## src/rtl/core/indirection_table_prng_core_macros.svh

```systemverilog
// Assertion macros for the indirection table generator core.
// Used by the controller; needs clk_i and rst_ni in the enclosing scope.
`ifndef INDIRECTION_TABLE_PRNG_CORE_MACROS_SVH
`define INDIRECTION_TABLE_PRNG_CORE_MACROS_SVH

// Same-cycle implication under reset.
`define ITP_ASSERT_IMP(lbl, ante, cons, msg) \
  lbl: assert property (@(posedge clk_i) disable iff (!rst_ni) (ante) |-> (cons)) \
    else $error(msg);

// Next-cycle implication under reset.
`define ITP_ASSERT_NXT(lbl, ante, cons, msg) \
  lbl: assert property (@(posedge clk_i) disable iff (!rst_ni) (ante) |=> (cons)) \
    else $error(msg);

`endif

```

## src/rtl/core/itp_pkg.sv

```systemverilog
// Shared types and constants of the indirection table generator core.
// No dependencies.
`default_nettype none

package itp_pkg;

  localparam int unsigned TABLE_WORDS_DEF = 1024;
  localparam int unsigned ROT_LEFT        = 27;
  localparam int unsigned SEED_REFRESHES  = 100;
  localparam int unsigned RCNT_W          = $clog2(SEED_REFRESHES);

  localparam logic [31:0] LCG_MUL  = 32'd66049;
  localparam logic [31:0] LCG_ADD  = 32'd3907864577;
  localparam logic [31:0] STEP_MUL = 32'd69069;
  localparam logic [31:0] ALL_ONES = 32'hFFFF_FFFF;

  localparam logic [1:0] CMD_SEED = 2'd0;
  localparam logic [1:0] CMD_RAW  = 2'd1;
  localparam logic [1:0] CMD_MOD  = 2'd2;

  typedef enum logic [4:0] {
    OP_NONE,
    OP_LOAD,
    OP_CLEAR,
    OP_SEED_INIT,
    OP_SEED_STEP,
    OP_REF_START,
    OP_REF_RDX,
    OP_REF_RDY,
    OP_REF_WR,
    OP_BUF_RD,
    OP_BUF_TAKE,
    OP_NRD,
    OP_DIV,
    OP_DIV_TAKE,
    OP_RESP
  } itp_op_e;

  typedef enum logic [1:0] {
    DEST_TABLE,
    DEST_A,
    DEST_B
  } itp_dest_e;

  typedef enum logic [1:0] {
    DSEL_LIM,
    DSEL_VAL,
    DSEL_SIDX,
    DSEL_N
  } itp_dsel_e;

  typedef struct packed {
    itp_op_e   op;
    logic      half;
    itp_dest_e dest;
    itp_dsel_e dsel;
    logic      dec_n;
    logic      resp_zero;
    logic      resp_done;
  } itp_cmd_t;

  typedef struct packed {
    logic k_last;
    logic k_end;
    logic bit_last;
    logic wl_zero;
    logic n_zero;
    logic bound_small;
    logic v_ge_lim;
    logic div_busy;
  } itp_stat_t;

endpackage

`default_nettype wire

```

## src/rtl/core/itp_ctrl.sv

```systemverilog
// Controller state machine: sequences clearing, seeding, refresh and draws.
// Depends on itp_pkg and the assertion macro header.
`default_nettype none
`include "indirection_table_prng_core_macros.svh"

module itp_ctrl (
  input  logic               clk_i,
  input  logic               rst_ni,
  input  logic               in_valid_i,
  input  logic [1:0]         in_command_i,
  output logic               in_ready_o,
  output logic               out_valid_o,
  input  logic               out_ready_i,
  output itp_pkg::itp_cmd_t  dp_cmd_o,
  input  itp_pkg::itp_stat_t st_i
);
  import itp_pkg::*;

  localparam logic [4:0] ST_CLEAR     = 5'd0;
  localparam logic [4:0] ST_IDLE      = 5'd1;
  localparam logic [4:0] ST_MSTART    = 5'd2;
  localparam logic [4:0] ST_DIV_GO    = 5'd3;
  localparam logic [4:0] ST_DIV_WAIT  = 5'd4;
  localparam logic [4:0] ST_DRAW      = 5'd5;
  localparam logic [4:0] ST_BUF_TAKE  = 5'd6;
  localparam logic [4:0] ST_MCHK      = 5'd7;
  localparam logic [4:0] ST_REF_START = 5'd8;
  localparam logic [4:0] ST_REF_RDX   = 5'd9;
  localparam logic [4:0] ST_REF_RDY   = 5'd10;
  localparam logic [4:0] ST_REF_WR    = 5'd11;
  localparam logic [4:0] ST_S_INIT1   = 5'd12;
  localparam logic [4:0] ST_S_W1      = 5'd13;
  localparam logic [4:0] ST_S_A1      = 5'd14;
  localparam logic [4:0] ST_S_B1      = 5'd15;
  localparam logic [4:0] ST_S_INIT2   = 5'd16;
  localparam logic [4:0] ST_S_W2      = 5'd17;
  localparam logic [4:0] ST_S_A2      = 5'd18;
  localparam logic [4:0] ST_S_B2      = 5'd19;
  localparam logic [4:0] ST_NRD       = 5'd20;
  localparam logic [4:0] ST_SKIP      = 5'd21;
  localparam logic [4:0] ST_RESP      = 5'd22;

  localparam logic [1:0] CTX_DRAW    = 2'd0;
  localparam logic [1:0] CTX_SEEDREF = 2'd1;
  localparam logic [1:0] CTX_SKIP    = 2'd2;

  localparam logic [RCNT_W-1:0] RCNT_LAST = RCNT_W'(SEED_REFRESHES - 1);

  logic [4:0]        state_q, state_d, post_draw;
  logic [1:0]        ctx_q, ctx_d, cmd_q, cmd_d;
  itp_dsel_e         dsel_q, dsel_d;
  logic [RCNT_W-1:0] rcnt_q, rcnt_d;
  logic              out_valid_q, out_valid_d;
  itp_cmd_t          dp_cmd;

  assign post_draw = (cmd_q == CMD_MOD) ? ST_MCHK : ST_RESP;

  always_comb begin
    state_d     = state_q;
    ctx_d       = ctx_q;
    cmd_d       = cmd_q;
    dsel_d      = dsel_q;
    rcnt_d      = rcnt_q;
    out_valid_d = out_valid_q && !out_ready_i;
    in_ready_o  = 1'b0;
    dp_cmd      = '0;
    dp_cmd.dsel = dsel_q;
    case (state_q)
      ST_CLEAR: begin
        dp_cmd.op = OP_CLEAR;
        if (st_i.k_last) state_d = ST_IDLE;
      end
      ST_IDLE: begin
        in_ready_o = 1'b1;
        if (in_valid_i) begin
          dp_cmd.op = OP_LOAD;
          cmd_d     = in_command_i;
          ctx_d     = CTX_DRAW;
          case (in_command_i)
            CMD_SEED: state_d = ST_S_INIT1;
            CMD_RAW:  state_d = ST_DRAW;
            CMD_MOD:  state_d = ST_MSTART;
            default:  state_d = ST_RESP;
          endcase
        end
      end
      ST_MSTART: begin
        if (st_i.bound_small) begin
          state_d = ST_RESP;
        end else begin
          dsel_d  = DSEL_LIM;
          state_d = ST_DIV_GO;
        end
      end
      ST_DIV_GO: begin
        dp_cmd.op = OP_DIV;
        state_d   = ST_DIV_WAIT;
      end
      ST_DIV_WAIT: begin
        if (!st_i.div_busy) begin
          dp_cmd.op = OP_DIV_TAKE;
          case (dsel_q)
            DSEL_LIM:  state_d = ST_DRAW;
            DSEL_VAL:  state_d = ST_RESP;
            DSEL_SIDX: state_d = ST_NRD;
            default:   state_d = ST_SKIP;
          endcase
        end
      end
      ST_DRAW: begin
        if (st_i.wl_zero) begin
          state_d = ST_REF_START;
        end else begin
          dp_cmd.op = OP_BUF_RD;
          state_d   = ST_BUF_TAKE;
        end
      end
      ST_BUF_TAKE: begin
        dp_cmd.op = OP_BUF_TAKE;
        state_d   = post_draw;
      end
      ST_MCHK: begin
        // reject draws at or above the largest multiple of the bound
        if (st_i.v_ge_lim) begin
          state_d = ST_DRAW;
        end else begin
          dsel_d  = DSEL_VAL;
          state_d = ST_DIV_GO;
        end
      end
      ST_REF_START: begin
        dp_cmd.op = OP_REF_START;
        state_d   = ST_REF_RDX;
      end
      ST_REF_RDX: begin
        dp_cmd.op = OP_REF_RDX;
        state_d   = ST_REF_RDY;
      end
      ST_REF_RDY: begin
        dp_cmd.op = OP_REF_RDY;
        state_d   = ST_REF_WR;
      end
      ST_REF_WR: begin
        dp_cmd.op = OP_REF_WR;
        if (!st_i.k_last) begin
          state_d = ST_REF_RDX;
        end else begin
          case (ctx_q)
            CTX_SEEDREF: begin
              if (rcnt_q == RCNT_LAST) begin
                dsel_d  = DSEL_SIDX;
                state_d = ST_DIV_GO;
              end else begin
                rcnt_d  = rcnt_q + RCNT_W'(1);
                state_d = ST_REF_START;
              end
            end
            CTX_SKIP: state_d = ST_SKIP;
            default:  state_d = post_draw;
          endcase
        end
      end
      ST_S_INIT1: begin
        dp_cmd.op = OP_SEED_INIT;
        state_d   = ST_S_W1;
      end
      ST_S_W1: begin
        dp_cmd.op   = OP_SEED_STEP;
        dp_cmd.dest = DEST_TABLE;
        if (st_i.bit_last && st_i.k_end) state_d = ST_S_A1;
      end
      ST_S_A1: begin
        dp_cmd.op   = OP_SEED_STEP;
        dp_cmd.dest = DEST_A;
        if (st_i.bit_last) state_d = ST_S_B1;
      end
      ST_S_B1: begin
        dp_cmd.op   = OP_SEED_STEP;
        dp_cmd.dest = DEST_B;
        if (st_i.bit_last) state_d = ST_S_INIT2;
      end
      ST_S_INIT2: begin
        dp_cmd.op   = OP_SEED_INIT;
        dp_cmd.half = 1'b1;
        state_d     = ST_S_W2;
      end
      ST_S_W2: begin
        dp_cmd.op   = OP_SEED_STEP;
        dp_cmd.half = 1'b1;
        dp_cmd.dest = DEST_TABLE;
        if (st_i.bit_last && st_i.k_end) state_d = ST_S_A2;
      end
      ST_S_A2: begin
        dp_cmd.op   = OP_SEED_STEP;
        dp_cmd.half = 1'b1;
        dp_cmd.dest = DEST_A;
        if (st_i.bit_last) state_d = ST_S_B2;
      end
      ST_S_B2: begin
        dp_cmd.op   = OP_SEED_STEP;
        dp_cmd.half = 1'b1;
        dp_cmd.dest = DEST_B;
        if (st_i.bit_last) begin
          rcnt_d  = '0;
          ctx_d   = CTX_SEEDREF;
          state_d = ST_REF_START;
        end
      end
      ST_NRD: begin
        dp_cmd.op = OP_NRD;
        dsel_d    = DSEL_N;
        state_d   = ST_DIV_GO;
      end
      ST_SKIP: begin
        // discard the seed-dependent number of draws
        ctx_d = CTX_SKIP;
        if (st_i.n_zero) begin
          state_d = ST_RESP;
        end else if (st_i.wl_zero) begin
          dp_cmd.dec_n = 1'b1;
          state_d      = ST_REF_START;
        end else begin
          dp_cmd.op    = OP_BUF_RD;
          dp_cmd.dec_n = 1'b1;
        end
      end
      ST_RESP: begin
        if (!out_valid_q || out_ready_i) begin
          dp_cmd.op        = OP_RESP;
          dp_cmd.resp_zero = !((cmd_q == CMD_RAW) ||
                               ((cmd_q == CMD_MOD) && !st_i.bound_small));
          dp_cmd.resp_done = (cmd_q == CMD_SEED);
          out_valid_d      = 1'b1;
          state_d          = ST_IDLE;
        end
      end
      default: state_d = ST_IDLE;
    endcase
  end

  always_ff @(posedge clk_i or negedge rst_ni) begin
    if (!rst_ni) begin
      state_q     <= ST_CLEAR;
      ctx_q       <= CTX_DRAW;
      cmd_q       <= CMD_SEED;
      dsel_q      <= DSEL_LIM;
      rcnt_q      <= '0;
      out_valid_q <= 1'b0;
    end else begin
      state_q     <= state_d;
      ctx_q       <= ctx_d;
      cmd_q       <= cmd_d;
      dsel_q      <= dsel_d;
      rcnt_q      <= rcnt_d;
      out_valid_q <= out_valid_d;
    end
  end

  assign dp_cmd_o    = dp_cmd;
  assign out_valid_o = out_valid_q;

  `ITP_ASSERT_IMP(a_resp_slot_free, dp_cmd.op == OP_RESP, !out_valid_q || out_ready_i, "response overwrites a pending result")
  `ITP_ASSERT_IMP(a_div_take_done, dp_cmd.op == OP_DIV_TAKE, !st_i.div_busy, "divider result taken while busy")
  `ITP_ASSERT_NXT(a_accept_leaves_idle, in_valid_i && in_ready_o, state_q != ST_IDLE, "request accepted but controller stayed idle")
  `ITP_ASSERT_IMP(a_valid_from_resp, $rose(out_valid_q), $past(state_q == ST_RESP), "result raised outside the response state")

endmodule

`default_nettype wire

```

## config.mk

```make
export PLATFORM = sky130hd
export DESIGN_NAME = itp_ctrl
export DESIGN_NICKNAME = d
export VERILOG_FILES = /design/src/rtl/core/itp_pkg.sv /design/src/rtl/core/itp_ctrl.sv
export VERILOG_INCLUDE_DIRS = /design/src /design/src/rtl/core
export SDC_FILE = /design/constraint.sdc
export NUM_CORES = 1
export LEC_CHECK = 0
export BUFFER_PORTS_ARGS = -buffer_cell sky130_fd_sc_hd__buf_4
export CORE_MARGIN = 4
export CORE_UTILIZATION = 50
export DETAILED_ROUTE_END_ITERATION = 7
export GPL_TIMING_DRIVEN = 0
export HOLD_SLACK_MARGIN = 0.06
export PLACE_DENSITY_LB_ADDON = 0.1
export SKIP_CTS_REPAIR_TIMING = 1
export SLEW_MARGIN = 20
export SYNTH_ARGS = -nofsm -noshare
export SYNTH_HDL_FRONTEND = slang
export SYNTH_SLANG_ARGS = --single-unit
export TNS_END_PERCENT = 50
```

## constraint.sdc

```tcl
create_clock -name clk_i -period 3.5 [get_ports clk_i]
set_input_delay 0.875 -clock clk_i [delete_from_list [all_inputs] [get_ports clk_i]]
set_output_delay 0.875 -clock clk_i [all_outputs]
set_load 0.05 [all_outputs]
```

==> reports/results.txt <==
CTS Root Cell - clkbuf_8
Crit Path Class - reg2out
Area added between synthesis and finish - 16.9%
Synth unique cells - 62
DR vias - 1969
Switch share - 53.7%
Post-synthesis sequential area ratio - 25.8%
Final Critical Period - 3.13 ns
Routed WL - 5420 um
PortBufs - 27
Routed met2 length - 2300 um
CTS tree - done
Post-synthesis mux area share - 3.06%
DP Worst Slack - 0.719 ns
Number of synthesized flops with an enable pin - 0
Drt drc - 0
Simple logic cell fraction of the synthesized area - 29.1%
Core area - 0.00344 mm2
Compound-Gate Fraction of Synth Area - 30.8%
Global-route wire length before repair - 8980 um
Gr usage total - 25.2%
Max_slew headroom - 63.9%
Cells after synthesis - 235
Power density cells - 936 mW/mm2
Syn Nets - 254
Int Pwr - 0.931 mW
Worst-path clk slew - 0.07 ns
R2r endpoint - state_q[4]$_DFFE_PN0P_
Crit. path cell count - 8
Data arrival time of the critical path - 2.26 ns
Final worst-path cycle share - 89.5%
Main synth FF type - dfrtp_1
Sink Count - 19
Slowest CP cell - dfrtp_1
Die Wd - 68.7 um
Run status - completed
Crit-path max FO - 10
Met1 WL - 2550 um
Fin cells - 312
DR iter-0 viols - 165
Wire length on met3 - 444 um
Worst slew pin tran - 0.537 ns
Top cell by count, worst path - buf_2
Part of the power in registers - 17.2%
Final Setup Violations - 0
End point of the critical path - dp_cmd_o[10]
CTS Buf Count - 3
Overall power - 2.01 mW
DIE AREA - 0.00472 mm2
Largest family of logic cells by synthesized area - compound AO/OA/AOI/OAI gates
Max rail drop VDD - 0.518 mV
ANT nets after route - 0
Worst reg2reg path startpoint - state_q[1]$_DFFE_PN0P_
Synth Area in XOR/XNOR - 0.952%
Layout cells sized above 1 - 21.8%
Fmax - 319 MHz
Vias in the first global route - 1828
Cell Area, Synth - 0.00184 mm2
Critical Path Start - state_q[0]$_DFFE_PN0P_
Layout Utilization - 62.5%
Die height - 68.7 um
Drt pass-1 iters - 5
Hold slack - 0.482 ns
Initial Util - 53.5%
Design area - 0.00215 mm2
Worst-Skew Late Latency - 0.26 ns
Max clock buf depth - 2
Layout Skew - 0.00289 ns
Worst Reg-to-Reg Cells - 6
Hold WC Path Type - in2async
Vias per cell - 6.31
GPL Wtd Cong - 0.990
Buf/Inv on CP - 4
Antenna violations before repair - 0
RSZ-0062 raised after global routing - no
Synth Area in Adders - 3.40%
Slew Viols, Final - 0
Largest net degree at the start of global routing - 20
FILL cells - 308
Lkg Pwr - 0.915 nW
Detailed Place HPWL - 4150 um
Sw Pwr - 1.08 mW
Layout net count - 286
Top sig layer - met4
Ant diodes - 0
Post-synth ARST share - 100%
Yosys warning count - 0
Placed cells - 308
Critical Path, Cell by Cell - buf_2 > buf_2 > buf_1 > o21ai_0 > a21oi_1 > a31oi_1 > o22ai_1 > buf_4
CP startpoint kind - flop
Rows - 21
Post-DP Area - 0.00211 mm2
H-tree Lvls - 1
Top cell family by delay on the critical path - buffers and inverters
Comb pwr share - 75.0%
Register bit total from synthesis - 19
Crit. End Element - output pin
Ports - 29
Final hold violations - 0
Clock Power Share - 7.8%
Avg WL per Cell - 17.4 um
GRT overflow - 0
Sum of negative setup slack - 0 ns
Reg2Reg Setup Slack - 1.41 ns
Final WS setup - 0.369 ns
Max cap viols - 0
Worst stage delay on the critical path - 0.38 ns
Mean Syn Cell Area - 7.83 um2
CP required - 2.62 ns
==> cell usage after synthesis (2+ instances only) <==
cell type | instances | share of area [%]
o31ai_1 | 4 | 1.6
nand3_1 | 9 | 2.4
or2_2 | 3 | 1.0
and2_1 | 2 | 0.68
a31oi_1 | 5 | 1.7
o2bb2ai_1 | 2 | 0.95
or3b_4 | 2 | 1.2
nor4_1 | 3 | 1.0
buf_1 | 5 | 1.0
ha_1 | 5 | 3.4
o22a_1 | 3 | 1.4
o21ai_1 | 8 | 2.2
nand2b_1 | 12 | 4.1
mux2_2 | 5 | 3.1
xor2_1 | 2 | 0.95
nor2_1 | 15 | 3.1
and3_1 | 5 | 1.7
nor3b_1 | 2 | 0.82
a221oi_1 | 3 | 1.4
o22ai_1 | 6 | 2.0
nand4_1 | 4 | 1.4
buf_2 | 8 | 2.2
nand2_1 | 15 | 3.1
inv_1 | 11 | 2.2
nand3b_1 | 3 | 1.2
a21oi_1 | 14 | 3.8
a22o_1 | 2 | 0.95
o21ai_0 | 16 | 4.4
nor3_1 | 5 | 1.4
nor2b_1 | 6 | 2.0
dfrtp_1 | 19 | 26
==> layer usage <==
metal,up-vias,GRT usage [%]
li1,940,-
met1,888,37.3
met2,125,38.1
met3,16,3.40
met4,0,6.45
met5,-,0
==> cells by family (layout without fill, tap and decap cells) <==
kind of cell	Yosys count	after routing
simple gates	93	93
other cells	1	1
compound gates	83	83
mux	5	5
flops	19	19
fa+ha+maj	5	5
xor+xnor	2	2
buf+inv	27	58
==> registers in the layout (all words and copies together), names as in the netlist <==
signal       cells
out_valid_o      1
rcnt_q           7
ctx_q            2
state_q          5
cmd_q            2
dsel_q           2
==> worst min path at each step <==
stage / startpoint / end / slack (ns) / cells after the start
after floorplan: rcnt_q[6]$_DFFE_PN0P_ / rcnt_q[6]$_DFFE_PN0P_ / 0.44 / 1
after global placement: rcnt_q[6]$_DFFE_PN0P_ / rcnt_q[6]$_DFFE_PN0P_ / 0.47 / 1
after detailed placement: rcnt_q[6]$_DFFE_PN0P_ / rcnt_q[6]$_DFFE_PN0P_ / 0.47 / 1
after CTS: rcnt_q[6]$_DFFE_PN0P_ / rcnt_q[6]$_DFFE_PN0P_ / 0.48 / 1
after global routing: rst_ni / rcnt_q[5]$_DFFE_PN0P_ / 0.49 / 1
final: rst_ni / rcnt_q[6]$_DFFE_PN0P_ / 0.48 / 1
==> power by group through the flow <==
| stage | Clock, mW | Sequential (mW) | Combinational [mW] |
|---|---|---|---|
| 2_1_floorplan | 0 | 0.377 | 1.08 |
| 3_3_place_gp | 0 | 0.348 | 1.49 |
| 3_5_place_dp | 0 | 0.350 | 1.47 |
| 4_1_cts | 0.163 | 0.346 | 1.48 |
| 5_1_grt | 0.172 | 0.360 | 1.63 |
| 6_report | 0.156 | 0.347 | 1.51 |
==> area by class of cell <==
cell class | count | area [um2] | share of cell area [%]
Multi-Input combinational cell | 189 | 1250 | 58.0
Sequential cell | 19 | 475 | 22.1
Timing Repair Buffer | 27 | 203 | 9.42
Buffer | 16 | 81.3 | 3.78
Tap cell | 46 | 57.6 | 2.68
Clock buffer | 4 | 45.0 | 2.09
Inverter | 11 | 41.3 | 1.92
==> cell usage in the layout, fill, tap and decap left out, types with 2 or more instances in the layout <==
cell type  synthesis  layout
nor4_1             3       3
a31oi_1            5       5
nand4_1            4       4
nand2_1           15      15
or2_2              3       3
o2bb2ai_1          2       2
and3_1             5       5
mux2_2             5       5
and2_1             2       2
buf_2              8       8
o22ai_1            6       6
inv_1             11      11
nand3b_1           3       3
o31ai_1            4       4
o21ai_0           16      16
nor2_1            15      15
nand3_1            9       9
nor3_1             5       5
buf_1              5       5
ha_1               5       5
clkbuf_8           0       3
o22a_1             3       3
nand2b_1          12      12
dfrtp_1           19      19
xor2_1             2       2
a221oi_1           3       3
nor2b_1            6       6
buf_4              1      28
a21oi_1           14      14
or3b_4             2       2
o21ai_1            8       8
a22o_1             2       2
clkbuf_1           1       2
(Power assumes the default switching activity.)
